<file path="src/design/nnac_ram.sv">
// ----------------------------------------------------------------------------
// nnac_ram
// Generic single-write, single-read RAM with registered read data.
// ----------------------------------------------------------------------------
module nnac_ram #(
  parameter int WIDTH = 8,
  parameter int DEPTH = 16
) (
  input  logic                                   clk,
  input  logic                                   we,
  input  logic [((DEPTH > 1) ? $clog2(DEPTH) : 1)-1:0] waddr,
  input  logic [WIDTH-1:0]                       wdata,
  input  logic [((DEPTH > 1) ? $clog2(DEPTH) : 1)-1:0] raddr,
  output logic [WIDTH-1:0]                       rdata
);
  logic [WIDTH-1:0] mem [DEPTH];

  always_ff @(posedge clk) begin
    if (we) begin
      mem[waddr] <= wdata;
    end
    rdata <= mem[raddr];
  end
endmodule

</file>
<file path="config.mk">
export PLATFORM = sky130hd
export DESIGN_NAME = nnac_ram
export DESIGN_NICKNAME = d
export VERILOG_FILES = /design/src/design/nnac_ram.sv
export SDC_FILE = /design/constraint.sdc
export NUM_CORES = 1
export LEC_CHECK = 0
export ABC_AREA = 1
export BUFFER_PORTS_ARGS = -buffer_cell sky130_fd_sc_hd__buf_2
export CAP_MARGIN = 0
export CORE_MARGIN = 2
export CORE_UTILIZATION = 35
export DETAILED_ROUTE_END_ITERATION = 10
export GPL_TIMING_DRIVEN = 0
export HOLD_SLACK_MARGIN = 0.02
export PLACE_DENSITY_LB_ADDON = 0.2
export SYNTH_ARGS = -nofsm -noshare
export SYNTH_HDL_FRONTEND = slang
export SYNTH_SLANG_ARGS = --single-unit
</file>
<file path="constraint.sdc">
create_clock -name clk -period 1.5 [get_ports clk]
set_input_delay 0.3 -clock clk [delete_from_list [all_inputs] [get_ports clk]]
set_output_delay 0.3 -clock clk [all_outputs]
set_load 0.005 [all_outputs]
</file>
==> After elaboration in Yosys (flattened, before gate mapping) <==
Memories as Yosys holds them, arrays and structs flattened. A register that Yosys moved wholly into a read port is not among the register bits.
Index checks and enable logic that the tools add are counted.
{ "word_totals": {"reg_bits": 0, "ramBits": 128, "input_bits": 18, "elab_cells": 3, "memories": 1} }
{ "memory_table": {"columns": ["memory", "words", "width", "rd", "rd_ports_with_merged_regs", "wr", "line", "text"], "rows": [
  ["mem", 16, 8, 1, 1, 1, "16", "logic [WIDTH-1:0] mem [DEPTH];"]
]} }
{ "classes": {"n_mux": 2} }
{ "ops": {"columns": ["op", "n"], "rows": [
  ["2-to-1 mux 1 bit", 2]
]} }

==> Depth between registers and ports, before layout <==
{ "depth": {"ltp_word": 2, "mapped_depth": 8, "ltp_nobuf": 7} }

==> Worst setup path before layout <==
Ideal clock, no wire load.
{ "synth_timing": {"kind": "input-to-reg", "startpoint": "input waddr[2] (netlist name)", "endpoint": "memory mem[10][0], enable pin", "t_arrival_ns": 0.881, "required_time_ns": 1.130, "setup_slack_ns": 0.249, "cell_stages": 2, "cell_sequence": "nand3b_1 > nor2_1"} }
{ "synth_rtl": {"columns": ["item", "line", "text"], "rows": [
  ["start: declaration", "11", "input logic [((DEPTH > 1) ? $clog2(DEPTH) : 1)-1:0] waddr,"],
  ["end: declaration", "16", null]
]} }
No word-level cell before the write port.

==> Worst setup path in the final report <==
{ "layout_timing": {"startpoint": "input waddr[3] (netlist name)", "endpoint": "memory mem[5][4], enable pin"} }
No word-level cell before the write port.

==> metrics.md <==
| Metric | Value |
|---|---|
| Status | completed |
| Post-synthesis sequential area ratio | 69.4% |
| PD cells | 1330 nW/µm² |
| CP max-delay cell | nor2_1 |
| Worst reg-to-reg path cell count | 6 |
| Worst-Skew Late Latency | 0.43 ns |
| Antenna violations before repair | 0 |
| Post-route insts no fill | 821 |
| Main combinational cell family by area after synthesis | simple AND/OR/NAND/NOR gates |
| Drt total wl | 14300 µm |
| P&R area growth vs syn | 16.7% |
| CP Cell Sequence | buf_2 -> nand3b_1 -> nor2_1 |
| Syn nets | 569 |
| Synth Area in Adders | 0% |
| Fin crit period | 1.36 ns |
| First-pass GRT wire length | 21500 µm |
| Synth warnings | 0 |
| Net load switching power | 1960 µW |
| Critical Path RT | 1.55 ns |
| Highest metal used | met4 |
| Register bit total from synthesis | 136 |
| Combinational power share | 6.2% |
| Via-per-instance ratio | 4.61 |
| Mux cell area share after synthesis | 0% |
| Compound-Gate Fraction of Synth Area | 0% |
| Drt drc | 0 |
| Minimum hold slack | 0.305 ns |
| First DRT Iteration DRCs | 314 |
| Core Rows | 46 |
| Ys async rst share | 0% |
| Layout cells sized above 1 | 12.4% |
| Critical Path Sink | mem[5][4] |
| Initial core utilization | 36.0% |
| Post_cts resized | 0 |
| Leakage | 0.00289 µW |
| Layout Skew | 0.00785 ns |
| Via count | 3785 |
| RSZ-0062 raised after global routing | false |
| Most frequent cell after synthesis | nand2_1 |
| H-tree levels | 4 |
| Worst slew margin | 37.8% |
| Die area | 17500 µm² |
| Syn Area/Cell | 10.5 µm² |
| Hold Path Class | in -> reg |
| Max FO, Critical Path | 8 |
| Internal Power | 6990 µW |
| M1 WL | 6580 µm |
| Pin count of the biggest net entering global routing | 17 |
| Wire per inst | 17.4 µm |
| Core region area | 16000 µm² |
| Wire length on met3 | 697 µm |
| CP max stage delay | 0.73 ns |
| WL met2 | 6560 µm |
| Mapped cell area | 5770 µm² |
| Top cells by count, synth | 173 x nand2_1, 128 x edfxtp_1, 100 x inv_1 |
| PortBufs | 22 |
| Clk pwr share | 46.1% |
| Grt ovf | 0 |
| Hold Fails Final Rpt | 0 |
| Worst setup margin | 0.137 ns |
| Max Cap Violations | 0 |
| Detailed Place HPWL | 9440 µm |
| Top cells by area, synth | edfxtp_1 67%, nand2_1 11%, nand3_1 8.4% |
| Final setup violating endpoints | 0 |
| Net Sw Frac | 21.9% |
| CP startpoint kind | input pin |
| Cells after DPL | 789 |
| Final period utilization | 90.8% |
| Worst vdd ir | 867 µV |
| Die Y-Extent | 132 µm |
| Kind of end point of the critical path | flip-flop |
| Final count of pins violating max slew | 0 |
| GPL Wtd Cong | 0.851 |
| Die Span X | 132 µm |
| Post-CTS Hold Buffers | 0 |
| Fmax | 734 MHz |
| CTS tree | yes |
| Leading area contributor after synthesis | edfxtp_1 |
| Top FF cell, synth | edfxtp_1 |
| Reg power frac | 47.7% |
| R2r setup slk | 0.48 ns |
| Library cells used by synthesis | 12 |
| Simple-Gate Fraction of Synth Area | 21.0% |
| Vias in the first global route | 3564 |
| N_diodes | 0 |
| Final #Nets | 610 |
| Total track usage | 17.2% |
| Setup CP Type | in -> reg |
| Post-synth EDFFs | 128 |
| Xor/xnor cell area share of the yosys netlist | 0% |
| CTS Buf Count | 17 |
| Post-CTS setup repair buffer count | 0 |
| Design Power | 8950 µW |
| Place WS | -0.343 ns |
| Pre-antenna DRT Iters | 4 |
| Clk pin slew, worst setup/hold paths | 0.06 ns |
| Worst slew pin tran | 0.929 ns |
| RR Endpoint | rdata[2] |
| DRT antenna net count | 0 |
| Num Clock Sinks | 136 |
| Fill cells | 1590 |
| CP startpoint | waddr[3] |
| Top-Level Pins | 26 |
| Critical Path AT | 1.42 ns |
| CTS root buf | clkbuf_16 |
| Bufs on Longest Clock Path | 2 |
| Reg-to-reg startpoint | mem[5][2] |
| Final core utilization | 42.1% |
| Syn Inst Count | 551 |
| Synth top area share | 66.7% |
[worst max-delay path, delay by kind of cell]
family / cells / cell delay, ns
AND/OR/NAND/NOR: 2 / 1.00
buffers and inverters: 1 / 0.12
[cell usage in the layout (no fill, tap or decap)]
master,n
edfxtp_1,128
nor2_1,17
buf_6,6
clkinvlp_4,3
clkinv_4,2
buf_4,4
inv_2,2
clkinv_1,4
bufinv_16,3
clkbuf_16,17
dfxtp_1,8
nand2_1,173
nand3b_1,2
inv_1,100
clkinv_2,3
buf_1,1
buf_2,35
nand3_1,97
[flip-flops by register name, indices dropped and copies added, names as in the netlist]
signal	flops
rdata	8
mem	128
[metal layers]
layer	track usage (%)	vias up
li1	-	1858
met1	23.2	1795
met2	26.2	105
met3	3.69	27
met4	8.78	0
met5	0	-
[per-stage QoR]
step	TNS [ns]	area (µm²)
6_report	0	6730
3_3_place_gp	-23.02	6150
2_1_floorplan	0	5770
3_5_place_dp	-25.48	6150
4_1_cts	0	6730
5_1_grt	0	6730
[power by group through the flow]
stage	Sequential (µW)	Combinational [µW]	Clock, µW
after floorplan	4350	300	0
after global placement	4350	551	0
after detailed placement	4350	558	0
after CTS	4270	560	4180
after global routing	4280	612	4320
final	4270	556	4120
[area by class of cell]
| class | instances | area (µm²) | area share (%) |
|---|---|---|---|
| Sequential cell | 136 | 4000 | 59.5 |
| Inverter | 102 | 383 | 5.69 |
| Timing Repair Buffer | 22 | 110 | 1.64 |
| Clock buffer | 17 | 425 | 6.32 |
| Buffer | 24 | 166 | 2.47 |
| Clock inverter | 15 | 160 | 2.38 |
| Multi-Input combinational cell | 289 | 1210 | 18.0 |
| Tap cell | 216 | 270 | 4.01 |
[how the worst min path moves through the flow]
stage / start / depth (start not counted) / to / slack [ns]
2_1_floorplan: wdata[0] / 0 / mem[0][0] / 0.40
3_3_place_gp: rdata[1] / 1 / rdata[1] / 0.68
3_5_place_dp: mem[14][4] / 6 / rdata[4] / 0.67
4_1_cts: wdata[5] / 1 / mem[3][5] / 0.28
5_1_grt: wdata[5] / 1 / mem[1][5] / 0.29
6_report: wdata[5] / 1 / mem[1][5] / 0.30
[cells by family after synthesis]
kind of cell,count (synthesis)
buffers and inverters,126
AND/OR/NAND/NOR,289
flip-flops,136
Power figures use the tool's default switching activity.
