`src/design/nnac_pkg.sv`:
```
// ----------------------------------------------------------------------------
// nnac_pkg
// Types and constants shared by the nearest node access check block.
// ----------------------------------------------------------------------------
package nnac_pkg;

  localparam int MAX_NODES_DEF = 64;
  localparam int COORD_W       = 16;  // Q8.8 point fields
  localparam int VEC_W         = 16;  // Q1.14 vector fields
  localparam int MD_W          = 17;
  localparam int CMA_W         = 16;
  localparam int CFG_DATA_W    = 17;
  localparam int CFG_IDX_W     = 1;
  localparam int DC_W          = 18;  // distance unit operand width
  localparam int DSQ_W         = 2 * DC_W;
  localparam int D2_W          = DSQ_W + 2;
  localparam int IDX_OUT_W     = 6;
  localparam int NODE_W        = 3 * COORD_W + 3 * VEC_W;

  localparam logic [CFG_IDX_W-1:0] REG_MAX_DISTANCE  = 1'd0;
  localparam logic [CFG_IDX_W-1:0] REG_COS_MAX_ANGLE = 1'd1;

  typedef enum logic [1:0] {
    MODE_ADD    = 2'd0,
    MODE_CLEAR  = 2'd1,
    MODE_FIND   = 2'd2,
    MODE_ACCESS = 2'd3
  } mode_t;

  typedef enum logic [1:0] {
    ST_OK    = 2'd0,
    ST_FULL  = 2'd1,
    ST_EMPTY = 2'd2
  } status_t;

  typedef struct packed {
    mode_t              mode;
    logic [COORD_W-1:0] point_x;
    logic [COORD_W-1:0] point_y;
    logic [COORD_W-1:0] point_z;
    logic [COORD_W-1:0] target_x;
    logic [COORD_W-1:0] target_y;
    logic [COORD_W-1:0] target_z;
    logic [VEC_W-1:0]   vector_x;
    logic [VEC_W-1:0]   vector_y;
    logic [VEC_W-1:0]   vector_z;
  } item_t;

  typedef struct packed {
    logic [IDX_OUT_W-1:0] node_index;
    logic                 accessible;
    status_t              status;
  } result_t;

  // distance unit token kinds
  typedef enum logic [1:0] {
    TK_NODE = 2'd0,
    TK_FT   = 2'd1,
    TK_MD   = 2'd2
  } tkind_t;

  typedef struct packed {
    logic   valid;
    tkind_t kind;
  } dtag_t;

  typedef struct packed {
    logic   busy;
    logic   valid;
    tkind_t kind;
  } dstat_t;

  typedef logic [2:0][DC_W-1:0]  dvec_t;
  typedef logic [2:0][VEC_W-1:0] vvec_t;

  function automatic logic [DC_W-1:0] sx_coord(logic [COORD_W-1:0] v);
    return {{(DC_W-COORD_W){v[COORD_W-1]}}, v};
  endfunction

endpackage

```
`src/design/nnac_dist.sv`:
```
// ----------------------------------------------------------------------------
// nnac_dist
// Two-stage squared distance pipeline; one token per cycle, tag rides along.
// ----------------------------------------------------------------------------
module nnac_dist #(
  parameter int MAX_NODES = nnac_pkg::MAX_NODES_DEF
) (
  input  logic                  clk,
  input  logic                  rst,
  input  nnac_pkg::dtag_t       in_tag,
  input  logic [((MAX_NODES > 1) ? $clog2(MAX_NODES) : 1)-1:0] in_idx,
  input  nnac_pkg::dvec_t       a,
  input  nnac_pkg::dvec_t       b,
  output nnac_pkg::dstat_t      stat,
  output logic [((MAX_NODES > 1) ? $clog2(MAX_NODES) : 1)-1:0] out_idx,
  output logic [nnac_pkg::D2_W-1:0] d2
);
  import nnac_pkg::*;

  localparam int IW = (MAX_NODES > 1) ? $clog2(MAX_NODES) : 1;

  logic signed [DC_W-1:0]  df [3];
  logic signed [DSQ_W-1:0] sq_c [3];
  logic [DSQ_W-1:0]        sq [3];
  dtag_t                   s1_tag;
  logic [IW-1:0]           s1_idx;
  dtag_t                   s2_tag;

  always_comb begin
    for (int k = 0; k < 3; k++) begin
      df[k]   = $signed(a[k]) - $signed(b[k]);
      sq_c[k] = df[k] * df[k];
    end
  end

  always_ff @(posedge clk) begin
    if (rst) begin
      s1_tag <= '0;
      s2_tag <= '0;
    end else begin
      s1_tag <= in_tag;
      s2_tag <= s1_tag;
    end
    s1_idx  <= in_idx;
    out_idx <= s1_idx;
    for (int k = 0; k < 3; k++) begin
      sq[k] <= sq_c[k];
    end
    d2 <= D2_W'(sq[0]) + D2_W'(sq[1]) + D2_W'(sq[2]);
  end

  assign stat.busy  = s1_tag.valid;
  assign stat.valid = s2_tag.valid;
  assign stat.kind  = s2_tag.kind;
endmodule

```
`config.mk`:
```
export PLATFORM = sky130hd
export DESIGN_NAME = nnac_dist
export DESIGN_NICKNAME = d
export VERILOG_FILES = /design/src/design/nnac_pkg.sv /design/src/design/nnac_dist.sv
export SDC_FILE = /design/constraint.sdc
export NUM_CORES = 2
export LEC_CHECK = 0
export BUFFER_PORTS_ARGS = -buffer_cell sky130_fd_sc_hd__clkbuf_2
export CAP_MARGIN = 20
export CORE_UTILIZATION = 30
export CTS_CLUSTER_DIAMETER = 80
export DETAILED_ROUTE_END_ITERATION = 12
export PLACE_DENSITY = 0.43
export SYNTH_ARGS = -nofsm -noshare
export SYNTH_HDL_FRONTEND = slang
export SYNTH_SLANG_ARGS = --single-unit
```
`constraint.sdc`:
```
create_clock -name clk -period 20.4 [get_ports clk]
set_input_delay 2.04 -clock clk [delete_from_list [all_inputs] [get_ports clk]]
set_output_delay 2.04 -clock clk [all_outputs]
set_load 0.005 [all_outputs]
```
# Yosys cells after proc, flatten, opt, wreduce, memory -nomap -nowiden
# Memory sizes are Yosys's and may differ from the RTL's.
# Index checks and enable logic that the tools add are counted.
# W data, S select, Z words.
# word_totals
regBits	56
output_inout_bits	48
mem_bits_rw	108
word_cells	16
input_bits	119
mem_count	1
# classes
addsub	5
mul	3
# mem_list
memory	depth	word_bits	read_ports	rd_ports_with_merged_regs	write_ports	line	text
sq	3	36	3	0	3	nnac_dist.sv:24	logic [DSQ_W-1:0] sq [3];
# ops
op	n
$mul A18 B18 Y36	3
$sub A18 B18 Y18	3
$add A37 B36 Y38	1
$add A36 B36 Y37	1

# Depth between registers and ports, before layout
# depth
ltp_word	2
ltp_mapped	37
mapped_depth_nobuf	35

# Worst setup path before layout
# No wires, ideal clock.
# synth_timing
path_kind	in2reg
start	input a[0] (netlist name)
end	memory sq[0][32] (netlist name)
path_slack_ns	10.419
n_path_buf	1
setup_ns	0.133
path_stages	34
t_required_ns	20.267
arrival_time_ns	9.848
cell_sequence	inv_1 -> ha_1 -> fa_1 -> nor2b_1 -> o21ai_0 -> a21boi_1 -> o211ai_1 -> a21oi_1 -> nor3_1 -> nor3_1 -> xor2_1 -> clkbuf_1 -> nand2_1 -> fa_1 -> inv_1 -> fa_1 -> inv_1 -> fa_1 -> inv_1 -> fa_1 -> fa_1 -> inv_1 -> fa_1 -> inv_1 -> ha_1 -> a21o_1 -> a21o_1 -> a221oi_1 -> o221a_2 -> nor2_1 -> o41a_1 -> a221o_1 -> mux2i_1 -> o2111ai_1
# synth_lines
element	line	text
start, declared	nnac_dist.sv:12	input nnac_pkg::dvec_t a,
end, declared	nnac_dist.sv:24	

==> report_table.html <==
<table>
<tr><th>Metric</th><th>Value</th></tr>
<tr><th colspan="2">Worst setup path</th></tr>
<tr><td>Arrival @ worst endpoint</td><td>11.87 ns</td></tr>
<tr><td>Critical-path top delay cell</td><td>sky130_fd_sc_hd__a2111oi_0</td></tr>
<tr><td>Required time of the critical path</td><td>20.79 ns</td></tr>
<tr><td>Worst Path Buf+Inv</td><td>10</td></tr>
<tr><td>Startpoint class of the critical path</td><td>input pin</td></tr>
<tr><td>Kind of end point of the critical path</td><td>flip-flop</td></tr>
<tr><td>Maximum net fanout on the critical path</td><td>20</td></tr>
<tr><td>Crit-path most repeated cell</td><td>sky130_fd_sc_hd__inv_1</td></tr>
<tr><td>Path type of the worst setup path</td><td>input pin to flip-flop</td></tr>
<tr><td>CP peak stage delay</td><td>0.79 ns</td></tr>
<tr><td>Top delay family on crit path</td><td>adder cells</td></tr>
<tr><th colspan="2">STA</th></tr>
<tr><td>Fin crit share</td><td>0.562</td></tr>
<tr><td>Transition time at the pin with the least slew margin</td><td>roughly 1.1 ns</td></tr>
<tr><td>Post-Route Skew</td><td>about 0.013 ns</td></tr>
<tr><td>Final total negative setup slack</td><td>0 ns</td></tr>
<tr><td>Min Tclk post-route</td><td>between 10 and 15 ns</td></tr>
<tr><td>Final hold violations</td><td>0</td></tr>
<tr><td>Number of slew-limit violations in the final report</td><td>0</td></tr>
<tr><td>Max_slew headroom</td><td>0.269</td></tr>
<tr><td># setup viols final</td><td>0</td></tr>
<tr><td>Highest clock frequency the design can meet</td><td>87.2 MHz</td></tr>
<tr><td>Unrepaired setup endpoints after global routing</td><td>no</td></tr>
<tr><td>Final hold slack</td><td>0.327 ns</td></tr>
<tr><th colspan="2">Floorplanning</th></tr>
<tr><td>Top-level port count</td><td>around 170</td></tr>
<tr><td>Width of the die</td><td>369 um</td></tr>
<tr><td>Std-Cell Rows</td><td>approximately 130</td></tr>
<tr><td>Die extent in y</td><td>369 um</td></tr>
<tr><td>Core Area</td><td>133000 sq um</td></tr>
<tr><td>Initial core utilization</td><td>0.303</td></tr>
<tr><td>Total die area</td><td>136000 sq um</td></tr>
<tr><th colspan="2">Global route</th></tr>
<tr><td>Global-route usage over all layers</td><td>0.163</td></tr>
<tr><td>Grt met2 use</td><td>0.265</td></tr>
<tr><td>Top Usage Layer GRT</td><td>met2</td></tr>
<tr><td>Global-route wire length before repair</td><td>172 mm</td></tr>
<tr><td>Met3 usage</td><td>0.0197</td></tr>
<tr><td>Total congestion overflow</td><td>0</td></tr>
<tr><td>Vias in the first global route</td><td>slightly above 30000</td></tr>
<tr><td>Initial antenna violation count</td><td>0</td></tr>
<tr><td>Global routing met1 resource utilization</td><td>0.234</td></tr>
<tr><td>Largest net degree at the start of global routing</td><td>25</td></tr>
<tr><th colspan="2">Yosys</th></tr>
<tr><td>Synth Area per Inst</td><td>9.23 sq um</td></tr>
<tr><td>Cell type with the highest aggregate area in the netlist</td><td>sky130_fd_sc_hd__fa_1</td></tr>
<tr><td>Area contributors post-synth</td><td>sky130_fd_sc_hd__fa_1 46%, sky130_fd_sc_hd__ha_1 12%, sky130_fd_sc_hd__inv_1 11%</td></tr>
<tr><td>Synth top cells by count</td><td>1158 x sky130_fd_sc_hd__inv_1, 931 x sky130_fd_sc_hd__fa_1, 385 x sky130_fd_sc_hd__ha_1</td></tr>
<tr><td>Ys async rst share</td><td>0</td></tr>
<tr><td>Top cell type's share of synthesized area</td><td>0.462</td></tr>
<tr><td>Most instantiated library cell after synthesis</td><td>sky130_fd_sc_hd__inv_1</td></tr>
<tr><td>Post-synth EDFFs</td><td>0</td></tr>
<tr><td>Part of the Yosys area used for sequential elements</td><td>0.0798</td></tr>
<tr><td>Yosys reg bits</td><td>around 160</td></tr>
<tr><td>Most frequently used flop master after synthesis</td><td>sky130_fd_sc_hd__dfxtp_1</td></tr>
<tr><td>Synth unique cells</td><td>72</td></tr>
<tr><td>Synth Warn #</td><td>0</td></tr>
<tr><td>Synthesized netlist cell count</td><td>roughly 4400</td></tr>
<tr><td>Cell area after synthesis</td><td>a little over 40000 sq um</td></tr>
<tr><th colspan="2">Finish</th></tr>
<tr><td>Count of filler cells inserted in the layout</td><td>around 14000</td></tr>
<tr><td>Combined area of the multi-input logic cells</td><td>32400 sq um</td></tr>
<tr><td>Number of diodes</td><td>0</td></tr>
<tr><td>Total number of nets in the final design</td><td>5946</td></tr>
<tr><td>Combined flip-flop and latch cell area</td><td>~3200 sq um</td></tr>
<tr><td>Share of post-route cells with drive strength above 1</td><td>0.0630</td></tr>
<tr><td>Area growth from synthesis to layout</td><td>9.12%</td></tr>
<tr><th colspan="2">Place</th></tr>
<tr><td>RePlAce Congestion</td><td>0.833</td></tr>
<tr><td>HPWL after detailed placement</td><td>90.1 mm</td></tr>
<tr><td>Input/output buffers</td><td>~170</td></tr>
<tr><th colspan="2">CTS</th></tr>
<tr><td>Clock Root Buffer</td><td>sky130_fd_sc_hd__clkbuf_16</td></tr>
<tr><td>Clock tree from TritonCTS</td><td>yes</td></tr>
<tr><td>CTS Sinks</td><td>161</td></tr>
<tr><td>Source-to-sink clock delay at the later pin of the worst-skew pair</td><td>approximately 0.50 ns</td></tr>
<tr><td>Buffer depth of the longest clock path</td><td>2</td></tr>
<tr><td>Clock-pin slew of the registers on the worst-case setup and hold paths</td><td>~0.06 ns</td></tr>
<tr><td>CTS H-tree depth</td><td>4</td></tr>
<tr><td>Setup repair bufs after CTS</td><td>0</td></tr>
<tr><td>PostCTS Resize Cnt</td><td>0</td></tr>
<tr><td>Number of hold buffers added after CTS</td><td>0</td></tr>
<tr><td>Number of buffers created by CTS</td><td>17</td></tr>
<tr><th colspan="2">Routing</th></tr>
<tr><td>Via count of the routed design</td><td>between 20000 and 30000</td></tr>
<tr><td>DRC viols</td><td>0</td></tr>
<tr><td>Detailed-router iteration count before antenna repair</td><td>5</td></tr>
<tr><td>Ratio of routed vias to standard cells</td><td>4.46</td></tr>
<tr><td>Detail-routed net length per standard cell</td><td>16.7 um</td></tr>
<tr><td>Total Wirelength</td><td>105 mm</td></tr>
<tr><td>Initial drt markers</td><td>1269</td></tr>
<tr><td>Number of nets with antenna violations after detailed routing</td><td>0</td></tr>
<tr><th colspan="2">Job</th></tr>
<tr><td>Count of max-cap constraint violations</td><td>0</td></tr>
<tr><th colspan="2">Min path</th></tr>
<tr><td>Tightest Hold Check Type</td><td>flip-flop to flip-flop</td></tr>
<tr><th colspan="2">Run status</th></tr>
<tr><td>Status</td><td>finished, final reports clean</td></tr>
</table>
-- registers in the layout, indices dropped and copies added, names as in the netlist --
name     count
sq         105
d2          38
out_idx      6
s1_idx       6
stat         4
s1_tag       2
-- per-layer routing --
| metal | vias to the layer above | routed length [um] |
|---|---|---|
| met5 | - | 0 |
| met4 | 0 | 1150 |
| met3 | 64 | 4150 |
| met2 | 488 | 49000 |
| met1 | 14131 | 50700 |
| li1 | 13386 | - |
-- worst paths after layout --
kind	startpoint	slack (ns)	depth (start not counted)	to
worst max-delay path	b[37]	8.93	35	sq[0][104]
worst min-delay path	s1_idx[3]	0.33	0	out_idx[3]
worst max register to register	sq[0][51]	16.47	12	d2[36]
worst min register to register	s1_idx[3]	0.33	0	out_idx[3]
-- layout make-up --
type	instances	share of cell area
sequential	161	0.0732
tap	1768	0.0502
clock buffer	18	0.00974
timing repair buffer	212	0.0268
multi-input combinational	2946	0.736
inverter	1173	0.0999
clock inverter	14	0.00389
-- worst reg2reg max path, delay by kind of cell (launching register included) --
kind | cells | cell delay, ns
muxes | 1 | 0.19
adders and majority gates | 2 | 0.80
AOI/OAI and AO/OA | 8 | 2.24
DFF | 1 | 0.38
buffers and inverters | 1 | 0.20
-- through the flow --
stage	instance area (sq um)	std cells	setup slack, ns	util
6_report	44100	6292	8.93	0.330
5_1_grt	44100	6292	8.20	0.330
4_1_cts	44100	6292	8.89	0.330
3_5_place_dp	43500	6260	8.42	0.326
3_3_place_gp	43400	6258	8.28	0.325
2_1_floorplan	40400	4378	10.42	-
-- logic make-up (layout without fill, tap and decap cells) --
group,after synthesis,count (layout),synth area share
XOR/XNOR,178,178,0.0386
AND/OR/NAND/NOR,988,988,0.106
adder cells (fa/ha/maj),1316,1316,0.581
flip-flops,161,161,0.0798
AO/OA/AOI/OAI,454,454,0.0743
buffers and inverters,1271,1417,0.119
multiplexers,7,7,0.00174
other,1,3,0.0000929
-- cell usage in the layout, fill, tap and decap left out, types with 16 or more instances in the layout --
cell type,instances
sky130_fd_sc_hd__a21oi_1,121
sky130_fd_sc_hd__fa_1,931
sky130_fd_sc_hd__or3_1,16
sky130_fd_sc_hd__o21ai_0,81
sky130_fd_sc_hd__nand2_1,352
sky130_fd_sc_hd__inv_1,1158
sky130_fd_sc_hd__nor3_1,66
sky130_fd_sc_hd__buf_4,45
sky130_fd_sc_hd__nor2b_1,33
sky130_fd_sc_hd__dfxtp_1,161
sky130_fd_sc_hd__nand3_1,52
sky130_fd_sc_hd__xor2_1,46
sky130_fd_sc_hd__nor2_1,360
sky130_fd_sc_hd__o21a_1,34
sky130_fd_sc_hd__ha_1,385
sky130_fd_sc_hd__nand2b_1,46
sky130_fd_sc_hd__a211oi_1,16
sky130_fd_sc_hd__o211ai_1,16
sky130_fd_sc_hd__a21o_1,70
sky130_fd_sc_hd__o21bai_1,17
sky130_fd_sc_hd__xnor2_1,124
sky130_fd_sc_hd__clkbuf_2,166
sky130_fd_sc_hd__clkbuf_16,17
Power is not shown: default switching activity piles up to over one toggle a cycle in this logic, so the estimate is an artifact.
