### config.mk
export PLATFORM = sky130hd
export DESIGN_NAME = nnac_angle
export DESIGN_NICKNAME = d
export VERILOG_FILES = /design/src/design/nnac_pkg.sv /design/src/design/nnac_angle.sv
export SDC_FILE = /design/constraint.sdc
export NUM_CORES = 2
export LEC_CHECK = 0
export ABC_AREA = 1
export BUFFER_PORTS_ARGS = -buffer_cell sky130_fd_sc_hd__buf_2
export CORE_ASPECT_RATIO = 2
export CORE_MARGIN = 2
export CORE_UTILIZATION = 30
export DETAILED_ROUTE_END_ITERATION = 10
export GPL_TIMING_DRIVEN = 0
export PLACE_DENSITY = 0.54
export SYNTH_ARGS = -nofsm -noshare
export SYNTH_HDL_FRONTEND = slang
export SYNTH_SLANG_ARGS = --single-unit
### constraint.sdc
create_clock -name clk -period 10.92 [get_ports clk]
set_input_delay 1.092 -clock clk [delete_from_list [all_inputs] [get_ports clk]]
set_output_delay 1.092 -clock clk [all_outputs]
set_load 0.01 [all_outputs]
### src/design/nnac_pkg.sv
// ----------------------------------------------------------------------------
// nnac_pkg
// Types and constants shared by the nearest node access check block.
// ----------------------------------------------------------------------------
package nnac_pkg;

  localparam int MAX_NODES_DEF = 64;
  localparam int COORD_W       = 16;  // Q8.8 point fields
  localparam int VEC_W         = 16;  // Q1.14 vector fields
  localparam int MD_W          = 17;
  localparam int CMA_W         = 16;
  localparam int CFG_DATA_W    = 17;
  localparam int CFG_IDX_W     = 1;
  localparam int DC_W          = 18;  // distance unit operand width
  localparam int DSQ_W         = 2 * DC_W;
  localparam int D2_W          = DSQ_W + 2;
  localparam int IDX_OUT_W     = 6;
  localparam int NODE_W        = 3 * COORD_W + 3 * VEC_W;

  localparam logic [CFG_IDX_W-1:0] REG_MAX_DISTANCE  = 1'd0;
  localparam logic [CFG_IDX_W-1:0] REG_COS_MAX_ANGLE = 1'd1;

  typedef enum logic [1:0] {
    MODE_ADD    = 2'd0,
    MODE_CLEAR  = 2'd1,
    MODE_FIND   = 2'd2,
    MODE_ACCESS = 2'd3
  } mode_t;

  typedef enum logic [1:0] {
    ST_OK    = 2'd0,
    ST_FULL  = 2'd1,
    ST_EMPTY = 2'd2
  } status_t;

  typedef struct packed {
    mode_t              mode;
    logic [COORD_W-1:0] point_x;
    logic [COORD_W-1:0] point_y;
    logic [COORD_W-1:0] point_z;
    logic [COORD_W-1:0] target_x;
    logic [COORD_W-1:0] target_y;
    logic [COORD_W-1:0] target_z;
    logic [VEC_W-1:0]   vector_x;
    logic [VEC_W-1:0]   vector_y;
    logic [VEC_W-1:0]   vector_z;
  } item_t;

  typedef struct packed {
    logic [IDX_OUT_W-1:0] node_index;
    logic                 accessible;
    status_t              status;
  } result_t;

  // distance unit token kinds
  typedef enum logic [1:0] {
    TK_NODE = 2'd0,
    TK_FT   = 2'd1,
    TK_MD   = 2'd2
  } tkind_t;

  typedef struct packed {
    logic   valid;
    tkind_t kind;
  } dtag_t;

  typedef struct packed {
    logic   busy;
    logic   valid;
    tkind_t kind;
  } dstat_t;

  typedef logic [2:0][DC_W-1:0]  dvec_t;
  typedef logic [2:0][VEC_W-1:0] vvec_t;

  function automatic logic [DC_W-1:0] sx_coord(logic [COORD_W-1:0] v);
    return {{(DC_W-COORD_W){v[COORD_W-1]}}, v};
  endfunction

endpackage

### src/design/nnac_angle.sv
// ----------------------------------------------------------------------------
// nnac_angle
// Angle test on one shared 33x33 multiplier stepped by a small sequencer.
// Compares |o.n|^2 * 2^28 against cos^2 * |o|^2 * |n|^2.
// ----------------------------------------------------------------------------
module nnac_angle (
  input  logic                 clk,
  input  logic                 rst,
  input  logic                 start,
  input  nnac_pkg::vvec_t      o,
  input  nnac_pkg::vvec_t      n,
  input  logic [nnac_pkg::CMA_W-1:0] c,
  output logic                 done,
  output logic                 ok
);
  import nnac_pkg::*;

  typedef enum logic [3:0] {
    S_DOT0, S_DOT1, S_DOT2, S_OO0, S_OO1, S_OO2, S_NN0, S_NN1, S_NN2,
    S_CC, S_P, S_AD, S_RLO, S_RHI
  } step_t;

  typedef enum logic [1:0] {A_IDLE, A_RUN, A_DRAIN, A_CMP} astate_t;

  astate_t            state;
  step_t              step;
  step_t              pstep;
  logic               pvalid;
  vvec_t              oreg;
  vvec_t              nreg;
  logic [CMA_W-1:0]   creg;
  logic signed [65:0] prod;
  logic signed [33:0] dot;
  logic [31:0]        no;
  logic [31:0]        nn;
  logic [30:0]        c2;
  logic [63:0]        p;
  logic [63:0]        ad2;
  logic [63:0]        rlo;
  logic [95:0]        r;
  logic signed [32:0] ma;
  logic signed [32:0] mb;
  logic [33:0]        dot_neg;
  logic [31:0]        ad;
  logic [95:0]        lhs;
  logic               dot_pos;
  logic               ge;
  logic               le;

  function automatic logic signed [32:0] sx16(logic [15:0] v);
    return {{17{v[15]}}, v};
  endfunction

  assign dot_neg = 34'(-dot);
  assign ad      = dot[33] ? dot_neg[31:0] : dot[31:0];
  assign lhs     = {4'b0, ad2, 28'b0};
  assign dot_pos = !dot[33];
  assign ge      = lhs >= r;
  assign le      = lhs <= r;

  always_comb begin
    ma = '0;
    mb = '0;
    unique case (step)
      S_DOT0:  begin ma = sx16(oreg[2]); mb = sx16(nreg[2]); end
      S_DOT1:  begin ma = sx16(oreg[1]); mb = sx16(nreg[1]); end
      S_DOT2:  begin ma = sx16(oreg[0]); mb = sx16(nreg[0]); end
      S_OO0:   begin ma = sx16(oreg[2]); mb = sx16(oreg[2]); end
      S_OO1:   begin ma = sx16(oreg[1]); mb = sx16(oreg[1]); end
      S_OO2:   begin ma = sx16(oreg[0]); mb = sx16(oreg[0]); end
      S_NN0:   begin ma = sx16(nreg[2]); mb = sx16(nreg[2]); end
      S_NN1:   begin ma = sx16(nreg[1]); mb = sx16(nreg[1]); end
      S_NN2:   begin ma = sx16(nreg[0]); mb = sx16(nreg[0]); end
      S_CC:    begin ma = sx16(creg);    mb = sx16(creg);    end
      S_P:     begin ma = {1'b0, no};    mb = {1'b0, nn};    end
      S_AD:    begin ma = {1'b0, ad};    mb = {1'b0, ad};    end
      S_RLO:   begin ma = {2'b0, c2};    mb = {1'b0, p[31:0]};  end
      S_RHI:   begin ma = {2'b0, c2};    mb = {1'b0, p[63:32]}; end
      default: begin ma = '0;            mb = '0;            end
    endcase
  end

  always_ff @(posedge clk) begin
    if (rst) begin
      state  <= A_IDLE;
      pvalid <= 1'b0;
      done   <= 1'b0;
      ok     <= 1'b0;
      step   <= S_DOT0;
    end else begin
      done   <= 1'b0;
      pvalid <= (state == A_RUN);
      unique case (state)
        A_IDLE: begin
          if (start) begin
            oreg  <= o;
            nreg  <= n;
            creg  <= c;
            step  <= S_DOT0;
            state <= A_RUN;
          end
        end
        A_RUN: begin
          if (step == S_RHI) begin
            state <= A_DRAIN;
          end else begin
            step <= step_t'(step + 4'd1);
          end
        end
        A_DRAIN: state <= A_CMP;
        A_CMP: begin
          done  <= 1'b1;
          state <= A_IDLE;
          if (no == '0 || nn == '0) begin
            ok <= 1'b0;
          end else if (!creg[CMA_W-1]) begin
            ok <= dot_pos && ge;
          end else begin
            ok <= dot_pos || le;
          end
        end
        default: state <= A_IDLE;
      endcase
    end
  end

  // product register and accumulation, keyed by the issued step held in pstep
  always_ff @(posedge clk) begin
    prod  <= ma * mb;
    pstep <= step;
    if (pvalid) begin
      case (pstep)
        S_DOT0:  dot <= 34'(prod);
        S_DOT1,
        S_DOT2:  dot <= dot + 34'(prod);
        S_OO0:   no  <= prod[31:0];
        S_OO1,
        S_OO2:   no  <= no + prod[31:0];
        S_NN0:   nn  <= prod[31:0];
        S_NN1,
        S_NN2:   nn  <= nn + prod[31:0];
        S_CC:    c2  <= prod[30:0];
        S_P:     p   <= prod[63:0];
        S_AD:    ad2 <= prod[63:0];
        S_RLO:   rlo <= prod[63:0];
        S_RHI:   r   <= {prod[63:0], 32'b0} + {32'b0, rlo};
        default: r   <= r;
      endcase
    end
  end
endmodule

Word-level counts from Yosys, hierarchy flattened
Cells that the tools add are included.
Widths: inputs -> output; s select.
Operators by class
  add/subtract/negate cells: 6
  multiply operators: 1
  divide/modulo/power cells: 0
  order comparisons: 2
  equality and inequality tests: 32
  shift-type cells: 0
  muxes and demuxes: 15
  bitwise operators: 1
  reduce and logical (&&, ||, !) cells: 34
Operator list (count)
  $pmux 33 s11: 1
  $pmux 33 s10: 1
  $pmux 32 s2: 2
  $add 96x64->96: 1
  $ge 92x96->1: 1
  $le 92x96->1: 1
  $pmux 34 s2: 1
  $add 32x32->32: 2
  $logic_not 32->1: 2
  $mul 33x33->64: 1
  $eq 4x4->1 const B: 12
  $add 34x34->34: 1
  $eq 4x3->1 const B: 8
  $mux 32: 1
  $neg 32->32: 1
  $reduce_or 2->1: 10
  $reduce_and 2->1: 9
  $eq 4x2->1 const B: 4
  $eq 4x1->1 const B: 2
  $logic_not 4->1: 2
  $mux 4: 2
  $pmux 2 s4: 1
  $pmux 4 s2: 1
  $reduce_bool 2->1: 4
  13 further kinds: 20
Storage, ports and cells
  flip-flop bits (word level): 606
  latch bits: 0
  memory bits (writable): 0
  memory bits (read-only): 0
  input bits: 115
  output and inout port bits: 2
  word-level logic and storage cells: 113
  memories: 0

Longest topological paths before layout
  word-level depth: 4
  depth in mapped cells: 48
  gate-level depth less buffers: 46

Worst setup path after synthesis
No wires, ideal clock.
  path kind: register to register
  start: register step[0]
  end: register prod[63]
  setup time: 109 ps
  arrival time: 8585 ps
  required time: 10811 ps
  slack: 2226 ps
  cell stages (with the launch flop): 37
  buffers on the path: 3
  clock period less this slack: 8694 ps
  path through: dfxtp_1 -> inv_1 -> ha_1 -> buf_2 -> nand3_1 -> inv_1 -> buf_2 -> a22o_1 -> a2111oi_2 -> nand2_1 -> clkbuf_1 -> nand2_1 -> fa_1 -> inv_1 -> fa_1 -> fa_1 -> fa_1 -> fa_1 -> fa_1 -> fa_1 -> inv_1 -> fa_1 -> inv_1 -> ha_1 -> a21oi_1 -> a21boi_0 -> nor2_1 -> o21bai_1 -> o211ai_1 -> a21oi_1 -> nand2_1 -> nand2_1 -> nand2_1 -> inv_1 -> nand3_1 -> nand2_1 -> inv_1
On the way
  longest elaborated chain between the ends: 4
  elaborated cells on any way between the ends: 24
  those cells by class: mul (1); eq/ne (13); mux (2); reduce/logical (8)
RTL lines
  from (decl): RTL line nnac_angle.sv:26  | step_t step;
  from (signal assigned): RTL line nnac_angle.sv:107  | step <= step_t'(step + 4'd1);
  $eq 4x4->1, or another cell as far along: RTL line nnac_angle.sv:64  | unique case (step)
  $reduce_or 2->1 (no line)
  $pmux 33 s11 or $pmux 33 s10 (tied branches): RTL line nnac_angle.sv:64
  $mul 33x33->64 *: RTL line nnac_angle.sv:129  | prod <= ma * mb;
  to (signal assigned): RTL line nnac_angle.sv:129
  to (decl): RTL line nnac_angle.sv:32  | logic signed [65:0] prod;
Every way passes the cells marked *; elsewhere a longest branch is shown, timed or not.
A chain may end at the register's enable or synchronous reset.

Worst setup path after layout
  start: register step[1]
  end: register prod[60]
The elaborated chain is that of the path after synthesis.

==> reports/summary.txt <==
CRITICAL PATH
------------------------------------------------------------------------------------------
Cell at the slowest stage of the critical path                                sky130_fd_sc_hd__fa_1
Kind of capture point of the worst setup path                                         flop
Max incr delay on CP                                                                620 ps
Category of the critical setup timing path                                      reg -> reg
WP buf/inv                                                                              10
Cell repeated most along the worst path                                       sky130_fd_sc_hd__fa_1
Crit path max-delay family                                                     adder cells
Data required time of the critical path                                           11430 ps
Reg-to-reg slack, setup                                                              30 ps
Crit path DAT                                                                     11400 ps
Critical path peak fanout                                                               10
Startpoint of the most critical register-to-register path                     step[1]$_SDFFE_PP0P_
Sort of element at the start of the critical path                                     flop
Worst reg-to-reg path cell count                                                        32
Endpoint of the worst-slack reg-to-reg timing path                            prod[60]$_DFF_P_

CLOCKING
------------------------------------------------------------------------------------------
CTS H-tree lvls                                                                          3
Clock latency of the later-clocked register in the worst-skew pair                  650 ps
CTS max path bufs                                                                        3
Clock edge transition at the registers on the reported setup and hold paths          60 ps
TritonCTS clock tree                                                                 built
Library cell used as clock root buffer                                        sky130_fd_sc_hd__clkbuf_16
Number of sinks driven by the clock tree                                               606
CTS buffer count                                                                        69

STA
------------------------------------------------------------------------------------------
Clock skew after layout                                                            33.3 ps
Number of setup violations in the final report                                           0
Share of the clock period used by the worst path                                     99.7%
Max-slew violation count                                                                 3
Unrepaired setup endpoints after global routing                                       true
Summed negative setup slack over all endpoints                                        0 ps
Transition time of the tightest slew-check pin                                     1540 ps
Worst rel slew slack                                                                -3.24%
Peak clock frequency supported by timing                                        0.0919 GHz
Clock period minus worst slack                                                    10890 ps
Count of final hold-check violations                                                     0

LOGIC SYNTHESIS
------------------------------------------------------------------------------------------
Count of flip-flops with a built-in enable after synthesis                             529
Sequential fraction of the synthesis area                                            24.5%
Count of mapped cells out of synthesis                                                8033
Net count after synthesis                                                             9689
Number of different library cells in the post-synthesis netlist                         66
Post-synthesis register bit count                                                      606
Average footprint of a synthesized cell                                         8.87 sq um
Number of warning messages in the yosys log                                              0
Fraction of registers with async set or reset after synthesis                           0%
Flip-flop cell with the highest count after synthesis                         sky130_fd_sc_hd__edfxtp_1
Area of the mapped netlist                                                     71200 sq um

GLOBAL ROUTE
------------------------------------------------------------------------------------------
Largest net degree at the start of global routing                                       35
Total track usage                                                                    24.5%
Total congestion overflow                                                                0
Vias in the first global route                                                       58300
Number of antenna violations at the first check in global routing                       27
First-pass GRT wire length                                                    423000 microns

FINAL LAYOUT
------------------------------------------------------------------------------------------
Most common cell after layout, fill and taps aside                            sky130_fd_sc_hd__inv_1
Number of nets at the end of the flow                                                 9965
Core Util, Final                                                                     33.8%
Post-Layout Inst Area                                                          79900 sq um
Ratio of cells with drive above 1 in the final layout                                8.62%
Fill cells                                                                           24800
Leading cell types in the layout, fill and taps excluded                      sky130_fd_sc_hd__inv_1, sky130_fd_sc_hd__nand2_1, sky130_fd_sc_hd__fa_1
Layout area overhead                                                                 12.2%

DRT
------------------------------------------------------------------------------------------
DRC errors left                                                                          0
Wire length after detailed routing                                            298000 microns
Number of DRC markers in iteration 0                                                  6068
Router iterations before antenna repair                                                  8
Routed via count                                                                     58400
Wire length per cell                                                          26.1 microns
Detail Route Antenna Nets                                                                0
Number of vias per cell                                                               5.11

DIE
------------------------------------------------------------------------------------------
Row cnt                                                                                253
Initial core utilization                                                             30.1%
Chip height                                                                    693 microns
Placeable Area                                                                237000 sq um
Die Area                                                                      242000 sq um
Count of boundary I/O pins                                                             117
Horizontal die dimension                                                       349 microns

FLOW RUN
------------------------------------------------------------------------------------------
Number of max-cap violations                                                             1

HOLD PATH
------------------------------------------------------------------------------------------
Worst Hold Endpoint                                                           pstep[3]$_DFF_P_
Depth of the worst hold-timing path                                                      0
Source of the worst hold timing path                                          step[3]$_SDFFE_PP0P_
Hold crit path type                                                             reg -> reg

STATUS
------------------------------------------------------------------------------------------
Violated checks                                                               capacitance limit, slew limit
Outcome                                                                       finished with violations

PLACE
------------------------------------------------------------------------------------------
Total placed instance area                                                     76100 sq um
Final HPWL from detailed placement                                            242000 microns
Routability cong.                                                                     1.04
Port-buffer cells                                                                      116

timing repair:
| action | CTS | global route |
|---|---|---|
| setup buffers | 28 | 34 |
| pin swaps | 15 | 16 |
| resized for setup | 128 | 122 |
| hold buffers | 0 | 0 |
| endpoints found under the setup margin | 40 | 26 |
logic make-up after synthesis:
family | synth area share, %
AND/OR/NAND/NOR | 15.5
buffers and inverters | 11.6
adder cells (fa/ha/maj) | 39.0
AO/OA/AOI/OAI | 7.50
flip-flops | 24.5
XOR/XNOR | 2.02
worst max-delay path by stage:
stage                        to  slack (ps)  cells after the start                  from
2_1_floorplan  prod[63]$_DFF_P_        2230                     36  step[0]$_SDFFE_PP0P_
3_3_place_gp   prod[55]$_DFF_P_       -2250                     35  step[0]$_SDFFE_PP0P_
3_5_place_dp   prod[55]$_DFF_P_       -2100                     35  step[0]$_SDFFE_PP0P_
4_1_cts        prod[63]$_DFF_P_          10                     41  step[0]$_SDFFE_PP0P_
5_1_grt        prod[63]$_DFF_P_         -10                     39  step[0]$_SDFFE_PP0P_
6_report       prod[60]$_DFF_P_          30                     32  step[1]$_SDFFE_PP0P_
metrics by stage:
step	cells	setup slack (ps)	hold WS (ps)
after global routing	11400	-13.9	379
final	11400	33.9	365
after detailed placement	11200	-2100	359
after floorplan	8033	2230	351
after CTS	11400	10.3	367
after global placement	11200	-2250	359
worst reg2reg max path, delay by kind of cell (launching register included):
kind | cells | cell delay, ps
XOR/XNOR | 1 | 350
AND/OR/NAND/NOR | 4 | 860
adder cells (fa/ha/maj) | 10 | 4840
buffers and inverters | 10 | 1910
AO/OA/AOI/OAI | 7 | 2400
flip-flops | 1 | 380
Yosys cell counts, types with 4 or more instances:
cell type	instances	area [sq um]
sky130_fd_sc_hd__clkbuf_1	53	199
sky130_fd_sc_hd__nand4_1	51	319
sky130_fd_sc_hd__o21bai_1	18	135
sky130_fd_sc_hd__ha_1	412	5150
sky130_fd_sc_hd__buf_4	10	75.1
sky130_fd_sc_hd__xor2_1	110	963
sky130_fd_sc_hd__xnor2_1	54	473
sky130_fd_sc_hd__buf_6	6	67.6
sky130_fd_sc_hd__buf_2	150	751
sky130_fd_sc_hd__nor2_1	600	2250
sky130_fd_sc_hd__nor3_1	73	365
sky130_fd_sc_hd__nor4_1	36	225
sky130_fd_sc_hd__nand2_1	1669	6260
sky130_fd_sc_hd__a32o_1	4	40.0
sky130_fd_sc_hd__a21boi_0	14	105
sky130_fd_sc_hd__o22ai_1	29	181
sky130_fd_sc_hd__o2111ai_1	7	61.3
sky130_fd_sc_hd__inv_1	1874	7030
sky130_fd_sc_hd__or2_2	42	263
sky130_fd_sc_hd__o221ai_1	5	43.8
sky130_fd_sc_hd__a2111oi_0	8	70.1
sky130_fd_sc_hd__nor2_2	4	25.0
sky130_fd_sc_hd__o21a_1	22	165
sky130_fd_sc_hd__a22o_1	17	149
sky130_fd_sc_hd__nand3_1	168	841
sky130_fd_sc_hd__nand3b_1	11	82.6
sky130_fd_sc_hd__a211oi_1	37	278
sky130_fd_sc_hd__buf_1	4	15.0
sky130_fd_sc_hd__a22oi_1	4	30.0
sky130_fd_sc_hd__o21ai_0	271	1360
sky130_fd_sc_hd__nand2_2	14	87.6
sky130_fd_sc_hd__and3_1	4	25.0
sky130_fd_sc_hd__edfxtp_1	529	15900
sky130_fd_sc_hd__inv_2	21	78.8
sky130_fd_sc_hd__a21oi_1	328	1640
sky130_fd_sc_hd__nand3_2	5	50.1
sky130_fd_sc_hd__dfxtp_1	77	1540
sky130_fd_sc_hd__a31oi_1	28	175
sky130_fd_sc_hd__o211ai_1	14	105
sky130_fd_sc_hd__fa_1	1129	22600
sky130_fd_sc_hd__a21o_1	24	180
sky130_fd_sc_hd__o21ai_1	8	40.0
sky130_fd_sc_hd__clkinv_1	8	30.0
sky130_fd_sc_hd__a221oi_1	41	359
routing by layer:
metal  GRT usage (%)  wire length (microns)
met1            32.0                 118000
met2            37.8                 131000
met3            4.88                  27400
met4            14.1                  21700
met5               0                     38
final cells by class:
class / instances / area [sq um] / area share (%)
diodes: 6 / 15.0 / 0.0188
plain buffers: 223 / 1260 / 1.58
clock buffers: 90 / 1920 / 2.40
clock inverters: 32 / 344 / 0.430
inverters: 1905 / 7230 / 9.05
multi-input cells: 5299 / 46300 / 57.9
flip-flops and latches: 606 / 17400 / 21.8
well taps: 3060 / 3830 / 4.79
repair buffers: 205 / 1610 / 2.01
sequential cells by signal, indices dropped and copies added (netlist names), 16 cells and up:
signal	cells
nn	32
no	32
oreg	48
creg	16
nreg	48
prod	64
r	96
p	64
c2	31
dot	34
ad2	64
rlo	64
Power is not shown: default switching activity piles up to over one toggle a cycle in this logic, so the estimate is an artifact.
